<file path="config.mk">
export PLATFORM = sky130hd
export DESIGN_NAME = delta_varint_codec
export DESIGN_NICKNAME = d
export VERILOG_FILES = /design/src/sv/dvc_pkg.sv /design/src/sv/dvc_front.sv /design/src/sv/dvc_queue.sv /design/src/sv/dvc_back.sv /design/src/sv/delta_varint_codec.sv
export SDC_FILE = /design/constraint.sdc
export NUM_CORES = 1
export LEC_CHECK = 0
export ABC_AREA = 1
export BUFFER_PORTS_ARGS = -buffer_cell sky130_fd_sc_hd__buf_2
export CORE_UTILIZATION = 50
export DETAILED_ROUTE_END_ITERATION = 12
export HOLD_SLACK_MARGIN = 0.05
export PLACE_DENSITY = 0.64
export SLEW_MARGIN = 40
export SYNTH_ARGS = -nofsm -noshare
export SYNTH_HDL_FRONTEND = slang
export SYNTH_SLANG_ARGS = --single-unit
</file>
<file path="constraint.sdc">
create_clock -name clk -period 7.6 [get_ports clk]
set_input_delay 0.38 -clock clk [delete_from_list [all_inputs] [get_ports clk]]
set_output_delay 0.38 -clock clk [all_outputs]
set_load 0.05 [all_outputs]
</file>
<file path="src/sv/dvc_pkg.sv">
`default_nettype none
package dvc_pkg;

	// Queue between front and back
	localparam int QUEUE_DEPTH = 2;

	// Mode register codes
	localparam logic MODE_ENC = 1'b0;
	localparam logic MODE_DEC = 1'b1;

	// Status codes
	localparam logic [1:0] ST_OK    = 2'd0;
	localparam logic [1:0] ST_BELOW = 2'd1;
	localparam logic [1:0] ST_RANGE = 2'd2;

	// Job handed from front to back.
	// enc = 1: data holds the difference, len + 1 bytes go out.
	// enc = 0: one word goes out with data as decoded_value.
	typedef struct packed {
		logic        enc;
		logic [2:0]  len;
		logic [63:0] data;
		logic        vv;
		logic [1:0]  status;
	} job_t;

endpackage
`default_nettype wire

</file>
<file path="src/sv/dvc_front.sv">
`default_nettype none
module dvc_front import dvc_pkg::*; (
	input  wire logic        clk,
	input  wire logic        arst_n,
	input  wire logic        mode,
	input  wire logic        in_valid,
	output logic             in_ready,
	input  wire logic [63:0] value,
	input  wire logic [7:0]  in_byte,
	input  wire logic        q_full,
	output logic             push,
	output job_t             push_job
);

	logic [63:0] last_q;
	logic [63:0] sum_q;
	logic [60:0] partial_q;
	logic [2:0]  left_q;

	logic [63:0] diff;
	logic        below;
	logic        too_large;
	logic [2:0]  enc_len;

	logic [60:0] partial_n;
	logic [2:0]  left_n;
	logic        done;
	logic [63:0] sum_n;

	assign in_ready = !q_full;
	assign push     = in_valid && in_ready;

	// Encode side: difference, range checks, code length
	assign diff      = value - last_q;
	assign below     = value < last_q;
	assign too_large = |diff[63:61];

	always_comb begin
		enc_len = 3'd0;
		for (int m = 1; m < 8; m++) begin
			if ((diff >> (8 * m - 3)) != 64'd0) begin
				enc_len = 3'(m);
			end
		end
	end

	// Decode side: byte assembly and running sum
	always_comb begin
		if (left_q == 3'd0) begin
			partial_n = {56'd0, in_byte[4:0]};
			left_n    = in_byte[7:5];
		end else begin
			partial_n = {partial_q[52:0], in_byte};
			left_n    = left_q - 3'd1;
		end
		done  = left_n == 3'd0;
		sum_n = sum_q + {3'd0, partial_n};
	end

	// Job for the back end
	always_comb begin
		push_job = '0;
		if (mode == MODE_ENC) begin
			if (below) begin
				push_job.status = ST_BELOW;
			end else if (too_large) begin
				push_job.status = ST_RANGE;
			end else begin
				push_job.enc  = 1'b1;
				push_job.len  = enc_len;
				push_job.data = diff;
			end
		end else if (done) begin
			push_job.data = sum_n;
			push_job.vv   = 1'b1;
		end
	end

	// State update on each accepted word
	always_ff @(posedge clk or negedge arst_n) begin
		if (!arst_n) begin
			last_q    <= '0;
			sum_q     <= '0;
			partial_q <= '0;
			left_q    <= '0;
		end else if (push) begin
			if (mode == MODE_ENC) begin
				if (!below && !too_large) begin
					last_q <= value;
				end
			end else begin
				left_q <= left_n;
				if (done) begin
					sum_q     <= sum_n;
					partial_q <= '0;
				end else begin
					partial_q <= partial_n;
				end
			end
		end
	end

endmodule
`default_nettype wire

</file>
<file path="src/sv/dvc_queue.sv">
`default_nettype none
module dvc_queue import dvc_pkg::*; #(
	parameter int DEPTH = QUEUE_DEPTH
) (
	input  wire logic clk,
	input  wire logic arst_n,
	input  wire logic push,
	input  wire job_t push_job,
	input  wire logic pop,
	output logic      full,
	output logic      head_valid,
	output job_t      head
);

	localparam int AW = $clog2(DEPTH);
	localparam int CW = $clog2(DEPTH + 1);

	job_t          mem_q [DEPTH];
	logic [AW-1:0] wr_ptr_q;
	logic [AW-1:0] rd_ptr_q;
	logic [CW-1:0] cnt_q;

	assign full       = cnt_q == CW'(DEPTH);
	assign head_valid = cnt_q != '0;
	assign head       = mem_q[rd_ptr_q];

	// Entry storage
	always_ff @(posedge clk) begin
		if (push) begin
			mem_q[wr_ptr_q] <= push_job;
		end
	end

	// Pointers and fill count
	always_ff @(posedge clk or negedge arst_n) begin
		if (!arst_n) begin
			wr_ptr_q <= '0;
			rd_ptr_q <= '0;
			cnt_q    <= '0;
		end else begin
			if (push) begin
				wr_ptr_q <= (wr_ptr_q == AW'(DEPTH - 1)) ? '0 : wr_ptr_q + AW'(1);
			end
			if (pop) begin
				rd_ptr_q <= (rd_ptr_q == AW'(DEPTH - 1)) ? '0 : rd_ptr_q + AW'(1);
			end
			unique case ({push, pop})
				2'b10:   cnt_q <= cnt_q + CW'(1);
				2'b01:   cnt_q <= cnt_q - CW'(1);
				default: cnt_q <= cnt_q;
			endcase
		end
	end

endmodule
`default_nettype wire

</file>
<file path="src/sv/dvc_back.sv">
`default_nettype none
module dvc_back import dvc_pkg::*; (
	input  wire logic        clk,
	input  wire logic        arst_n,
	input  wire logic        head_valid,
	input  wire job_t        head,
	output logic             pop,
	output logic             out_valid,
	input  wire logic        out_ready,
	output logic [7:0]       out_byte,
	output logic             out_last,
	output logic [63:0]      decoded_value,
	output logic             value_valid,
	output logic [1:0]       status
);

	logic        out_valid_q;
	logic [7:0]  byte_q;
	logic        last_q;
	logic [63:0] dv_q;
	logic        vv_q;
	logic [1:0]  st_q;
	logic [2:0]  idx_q;

	logic        load;
	logic        job_last;
	logic [2:0]  k;
	logic [7:0]  sel;
	logic [7:0]  byte_n;

	// Output register takes a word when empty or being drained
	assign load     = head_valid && (!out_valid_q || out_ready);
	assign job_last = !head.enc || (idx_q == head.len);
	assign pop      = load && job_last;

	// Big-endian byte select; first byte carries the length tag
	assign k   = head.len - idx_q;
	assign sel = 8'(head.data >> {k, 3'b000});

	always_comb begin
		if (!head.enc) begin
			byte_n = 8'd0;
		end else if (idx_q == 3'd0) begin
			byte_n = {head.len, sel[4:0]};
		end else begin
			byte_n = sel;
		end
	end

	// Byte index within the current job and output valid flag
	always_ff @(posedge clk or negedge arst_n) begin
		if (!arst_n) begin
			idx_q       <= '0;
			out_valid_q <= 1'b0;
		end else begin
			if (load) begin
				idx_q <= job_last ? 3'd0 : idx_q + 3'd1;
			end
			if (load) begin
				out_valid_q <= 1'b1;
			end else if (out_ready) begin
				out_valid_q <= 1'b0;
			end
		end
	end

	// Output payload
	always_ff @(posedge clk) begin
		if (load) begin
			byte_q <= byte_n;
			last_q <= job_last;
			dv_q   <= head.enc ? 64'd0 : head.data;
			vv_q   <= head.vv;
			st_q   <= head.status;
		end
	end

	assign out_valid     = out_valid_q;
	assign out_byte      = byte_q;
	assign out_last      = last_q;
	assign decoded_value = dv_q;
	assign value_valid   = vv_q;
	assign status        = st_q;

endmodule
`default_nettype wire

</file>
<file path="src/sv/delta_varint_codec.sv">
// An accepted word is queued as a job, then loaded into the output register.
// Throughput in decode mode: one byte per cycle when not stalled, one result word each.
// Encode mode: a value gives 1 to 8 code bytes, sent by the byte serializer.
// A two-entry job queue lets the input keep flowing while the serializer drains.
// Reset (arst_n low, asynchronous): mode encode, all sums, last value and queue cleared.
`default_nettype none
module delta_varint_codec import dvc_pkg::*; #(
	parameter int QDEPTH = QUEUE_DEPTH
) (
	input  wire logic        clk,
	input  wire logic        arst_n,
	input  wire logic        cfg_valid,
	output logic             cfg_ready,
	input  wire logic        cfg_mode,
	input  wire logic        in_valid,
	output logic             in_ready,
	input  wire logic [63:0] value,
	input  wire logic [7:0]  in_byte,
	output logic             out_valid,
	input  wire logic        out_ready,
	output logic [7:0]       out_byte,
	output logic             out_last,
	output logic [63:0]      decoded_value,
	output logic             value_valid,
	output logic [1:0]       status
);

	logic mode_q;
	logic q_full;
	logic push;
	logic pop;
	logic head_valid;
	job_t push_job;
	job_t head;

	// Mode register
	assign cfg_ready = 1'b1;

	always_ff @(posedge clk or negedge arst_n) begin
		if (!arst_n) begin
			mode_q <= MODE_ENC;
		end else if (cfg_valid) begin
			mode_q <= cfg_mode;
		end
	end

	dvc_front u_front (
		.clk      (clk),
		.arst_n   (arst_n),
		.mode     (mode_q),
		.in_valid (in_valid),
		.in_ready (in_ready),
		.value    (value),
		.in_byte  (in_byte),
		.q_full   (q_full),
		.push     (push),
		.push_job (push_job)
	);

	dvc_queue #(
		.DEPTH (QDEPTH)
	) u_queue (
		.clk        (clk),
		.arst_n     (arst_n),
		.push       (push),
		.push_job   (push_job),
		.pop        (pop),
		.full       (q_full),
		.head_valid (head_valid),
		.head       (head)
	);

	dvc_back u_back (
		.clk           (clk),
		.arst_n        (arst_n),
		.head_valid    (head_valid),
		.head          (head),
		.pop           (pop),
		.out_valid     (out_valid),
		.out_ready     (out_ready),
		.out_byte      (out_byte),
		.out_last      (out_last),
		.decoded_value (decoded_value),
		.value_valid   (value_valid),
		.status        (status)
	);

endmodule
`default_nettype wire

</file>
==> metrics.log <==
INFO  metric synth.net_count = 3721
INFO  metric critical_path_buffers_and_inverters = 2
INFO  metric timing.final.max_slew_violations = 0
INFO  metric seqPwrFrac = 0.329
INFO  metric cts.sink_count = 411
INFO  metric layout-drive-gt1-share = 0.1150
INFO  metric synth_edf_count = 218
INFO  metric seq_area = 11380 sq um
INFO  metric yosys.area.top_type = sky130_fd_sc_hd__edfxtp_1
INFO  metric via_per_inst = 5.351
INFO  metric wl_per_cell = 19.49 um
INFO  metric fp.dieW = 235.0 um
INFO  metric clk_latency = 0.61 ns
INFO  metric cts_setup_buffers = 0
INFO  metric postLayoutCoreUtil = 0.5725
INFO  metric synthDistinctLibCells = 54
INFO  metric die_h = 235.0 um
INFO  metric worst-path-max-fanout = 57
INFO  metric tightest_slew = 0.8245 ns
INFO  metric worst_path_max_delay_cell = sky130_fd_sc_hd__ha_4
INFO  metric ctsResizeCount = 0
INFO  metric area_used_by_multi_input_combinational_logic = 13260 sq um
INFO  metric synth_top_cell_area_share = 0.2412
INFO  metric timing.max_cap.violations = 0
INFO  metric grt-ovfl-total = 0
INFO  metric cp_data_arrival_time = 4.84 ns
INFO  metric proportion_of_power_drawn_by_the_clock_network = 0.232
INFO  metric syn2layout_area_growth = 13.28%
INFO  metric postSynthCellCount = 3508
INFO  metric port-buffer-count = 155
INFO  metric detailed_place.area = 28570 sq um
INFO  metric die_outline_area = 55220 sq um
INFO  metric worstSetupPathType = flop to flop
INFO  metric clockRootBuffer = sky130_fd_sc_hd__clkbuf_16
INFO  metric power_density = 332.9 nW/um^2
INFO  metric power.leakage = 15.20 nW
INFO  metric crit_path_required_time = 7.93 ns
INFO  metric synth_ff_type = sky130_fd_sc_hd__edfxtp_1
INFO  metric finClkSkew = 0.02644 ns
INFO  metric vias = 23680
INFO  metric finalSetupViolations = 0
INFO  metric finalWeightedCongestion = 0.9812
INFO  metric firstDrtPassIters = 6
INFO  metric status = finished, final reports clean
INFO  metric ys_ff_latch = 411
INFO  metric post_synth_instance_area = 27140 sq um
INFO  metric grt_setup_unrepaired = false
INFO  metric synthArstFlopShare = 0.4696
INFO  metric htree_levels = 2
INFO  metric number_of_antenna_violations_at_the_first_check_in_global_routing = 0
INFO  metric grtUsageTotal = 0.3109
INFO  metric crit_path_max_incr_delay = 0.58 ns
INFO  metric synthesis.yosys.warnings = 0
INFO  metric worst_max_slew_margin_expressed_relative_to_the_limit = 0.4464
INFO  metric num_antenna_cells = 0
INFO  metric finish.instance_area = 30750 sq um
INFO  metric critical_path.top_delay_family = compound AO/OA/AOI/OAI gates
INFO  metric finalHoldViolations = 0
INFO  metric final_nets = 3908
INFO  metric final_cell_count_no_fill = 4426
INFO  metric timing.hold.worst.class = input port to flop
INFO  metric number_of_global_route_vias_before_repair = 22370
INFO  metric floorplan.initialDensity = 0.5053
INFO  metric dp.final_hpwl = 68.32 mm
INFO  metric worstSetupStartpointType = flop
INFO  metric drc = 0
INFO  metric net-switching-power = 4.566 mW
INFO  metric floorplan.core_area = 53710 sq um
INFO  metric clock.fmax = 221.8 MHz
INFO  metric cellInternalPower = 5.669 mW
INFO  metric ctsLongestPathBuffers = 3
INFO  metric power.combinational.fraction = 0.440
INFO  metric grt_pass1_wl = 131.5 mm
INFO  metric sw_ratio = 0.4461
INFO  metric worst_setup_hold_path_clk_slew = 0.06 ns
INFO  metric tritoncts.num_buffers = 45
INFO  metric critical_path.endpoint_type = flop
INFO  metric worstPathCellList = inv_1 -> ha_1 -> ha_4 -> nor2_1 -> ha_1 -> a21oi_1 -> o211ai_1 -> nand3_1 -> inv_1 -> nor2_1 -> o21ai_0 -> nand2_1 -> o21a_1 -> o21bai_1 -> a21oi_1 -> or2_2 -> nand3_1 -> nand2_1
INFO  metric time_the_worst_path_needs_with_i_o_delays_and_setup = 4.508 ns
INFO  metric synth.yosys.seq_area_share = 0.4191
INFO  metric drt_total_wl = 86.28 mm
INFO  metric detail-route-antenna-nets = 0
INFO  metric finalCritPeriodShare = 0.5932
INFO  metric syn_avg_cell_area = 7.737 sq um
INFO  metric drt_first_iter_violations = 2106
INFO  metric floorplan.io_pins = 157
INFO  metric layout.filler_cells = 5102
INFO  metric synth_top_cells_by_area = sky130_fd_sc_hd__edfxtp_1 (24%), sky130_fd_sc_hd__dfrtp_1 (18%), sky130_fd_sc_hd__nand2_1 (13%), sky130_fd_sc_hd__inv_1 (7.5%), sky130_fd_sc_hd__ha_1 (6.1%)
INFO  metric cts_tree = done
INFO  metric placed_cells_incl_taps = 4287
INFO  metric vdd.ir_drop.worst = 0.0003423 V
INFO  metric num_rows = 85
INFO  metric timing.setup.tns = 0 ns
INFO  metric grt_start_max_net_pins = 109
## layout by cell type, fill, tap and decap left out, types with 27 or more instances in the layout
cell type                       netlist  routed
sky130_fd_sc_hd__nand2_1            921     921
sky130_fd_sc_hd__inv_1              545     543
sky130_fd_sc_hd__nor2_1             369     366
sky130_fd_sc_hd__edfxtp_1           218     218
sky130_fd_sc_hd__dfrtp_1            193     192
sky130_fd_sc_hd__o21ai_0            179     179
sky130_fd_sc_hd__a21oi_1            169     168
sky130_fd_sc_hd__nand3_1            162     161
sky130_fd_sc_hd__buf_2                2     154
sky130_fd_sc_hd__ha_1               132     131
sky130_fd_sc_hd__mux2i_1             67      67
sky130_fd_sc_hd__a21oi_2             61      61
sky130_fd_sc_hd__dlygate4sd3_1        0      56
sky130_fd_sc_hd__xnor2_1             52      51
sky130_fd_sc_hd__clkbuf_16            0      45
sky130_fd_sc_hd__nor2_4              39      42
sky130_fd_sc_hd__o22ai_1             30      30
sky130_fd_sc_hd__nor3_1              27      27
## worst reg2reg max path: stages (launching register included)
cell	delay [ns]
sky130_fd_sc_hd__dfrtp_1	0.39
sky130_fd_sc_hd__inv_1	0.06
sky130_fd_sc_hd__ha_1	0.19
sky130_fd_sc_hd__ha_4	0.58
sky130_fd_sc_hd__nor2_1	0.17
sky130_fd_sc_hd__ha_1	0.38
sky130_fd_sc_hd__a21oi_1	0.11
sky130_fd_sc_hd__o211ai_1	0.40
sky130_fd_sc_hd__nand3_1	0.13
sky130_fd_sc_hd__inv_1	0.08
sky130_fd_sc_hd__nor2_1	0.07
sky130_fd_sc_hd__o21ai_0	0.41
sky130_fd_sc_hd__nand2_1	0.18
sky130_fd_sc_hd__o21a_1	0.26
sky130_fd_sc_hd__o21bai_1	0.26
sky130_fd_sc_hd__a21oi_1	0.13
sky130_fd_sc_hd__or2_2	0.30
sky130_fd_sc_hd__nand3_1	0.07
sky130_fd_sc_hd__nand2_1	0.07
## stage by stage
step	power [mW]	setup slack [ns]	hold slack (ns)
floorplan	6.414	1.683	0.08441
global placement	7.821	2.878	0.4725
detailed placement	7.866	3.201	0.4735
CTS	10.27	3.177	0.05014
global route	10.70	2.775	0.07409
finish	10.24	3.092	0.07556
## metal layers
metal  GRT usage  vias to the layer above  wire length [um]
met5           0                        -                 0
met4      0.1354                        0              3857
met3     0.03137                      133              4805
met2      0.5055                      811             39800
met1      0.4224                    11030             37820
li1            -                    11710                 -
## state kept, by name (all words and copies together) (netlist names)
| register | cells |
|---|---|
| mode_q | 1 |
| u_back.value_valid | 1 |
| u_front.partial_q | 53 |
| u_back.out_byte | 8 |
| u_back.status | 2 |
| u_back.idx_q | 3 |
| u_queue.rd_ptr_q | 1 |
| u_front.sum_q | 64 |
| u_queue.cnt_q | 2 |
| u_front.left_q | 3 |
| u_back.out_valid | 1 |
| u_queue.wr_ptr_q | 1 |
| u_queue.mem_q | 142 |
| u_back.out_last | 1 |
| u_back.decoded_value | 64 |
| u_front.last_q | 64 |
## repair_timing
action                     4_1_cts  5_1_grt
hold endpoints to repair       142        0
setup endpoints to repair        0        0
hold buffers                    56        0
## power groups by stage
| stage | Clock [mW] | Sequential [mW] | Combinational (mW) |
|---|---|---|---|
| 2_1_floorplan | 0 | 4.12 | 2.29 |
| 3_3_place_gp | 0 | 3.40 | 4.42 |
| 3_5_place_dp | 0 | 3.41 | 4.45 |
| 4_1_cts | 2.41 | 3.37 | 4.49 |
| 5_1_grt | 2.48 | 3.42 | 4.80 |
| 6_report | 2.37 | 3.37 | 4.50 |
## synth_stat cells (14+ instances only)
master,instances
sky130_fd_sc_hd__a21oi_1,169
sky130_fd_sc_hd__a21oi_2,61
sky130_fd_sc_hd__a31oi_1,25
sky130_fd_sc_hd__clkbuf_1,63
sky130_fd_sc_hd__dfrtp_1,193
sky130_fd_sc_hd__edfxtp_1,218
sky130_fd_sc_hd__ha_1,132
sky130_fd_sc_hd__inv_1,545
sky130_fd_sc_hd__inv_2,21
sky130_fd_sc_hd__mux2i_1,67
sky130_fd_sc_hd__nand2_1,921
sky130_fd_sc_hd__nand3_1,162
sky130_fd_sc_hd__nand3b_1,19
sky130_fd_sc_hd__nand4_1,24
sky130_fd_sc_hd__nor2_1,369
sky130_fd_sc_hd__nor2_2,20
sky130_fd_sc_hd__nor2_4,39
sky130_fd_sc_hd__nor3_1,27
sky130_fd_sc_hd__o21ai_0,179
sky130_fd_sc_hd__o22ai_1,30
sky130_fd_sc_hd__or2_2,14
sky130_fd_sc_hd__xnor2_1,52
sky130_fd_sc_hd__xor2_1,25
## area by class of cell
type | instances | share of cell area
Multi-Input combinational cell | 2439 | 0.4313
Timing Repair Buffer | 228 | 0.04932
Clock buffer | 53 | 0.03858
Inverter | 570 | 0.06959
Sequential cell | 411 | 0.3701
Tap cell | 696 | 0.02832
Clock inverter | 29 | 0.01278
## cells by family after synthesis
group,after synthesis,share of synthesized area
other,1,0.0001382
XOR/XNOR,77,0.02485
adder cells (fa/ha/maj),135,0.06306
buffers and inverters,658,0.09524
multiplexers,70,0.02595
AND/OR/NAND/NOR,1624,0.2560
flip-flops,411,0.4191
AO/OA/AOI/OAI,532,0.1156
## worst paths after layout
check                                  start  slack (ns)  cells past startpoint               endpoint
min in group asynchronous             arst_n        0.39                      2  u_front.partial_q[37]
min                                value[48]        0.08                      3     u_front.last_q[48]
max reg2reg                u_front.left_q[0]        3.09                     18   u_queue.mem_q[0][59]
min reg2reg                u_front.left_q[2]        0.48                      2      u_front.left_q[2]
max in group asynchronous             arst_n        6.02                      3     u_front.last_q[21]
max                        u_front.left_q[0]        3.09                     18   u_queue.mem_q[0][59]
Note: power is estimated with default switching activity, not from simulation.
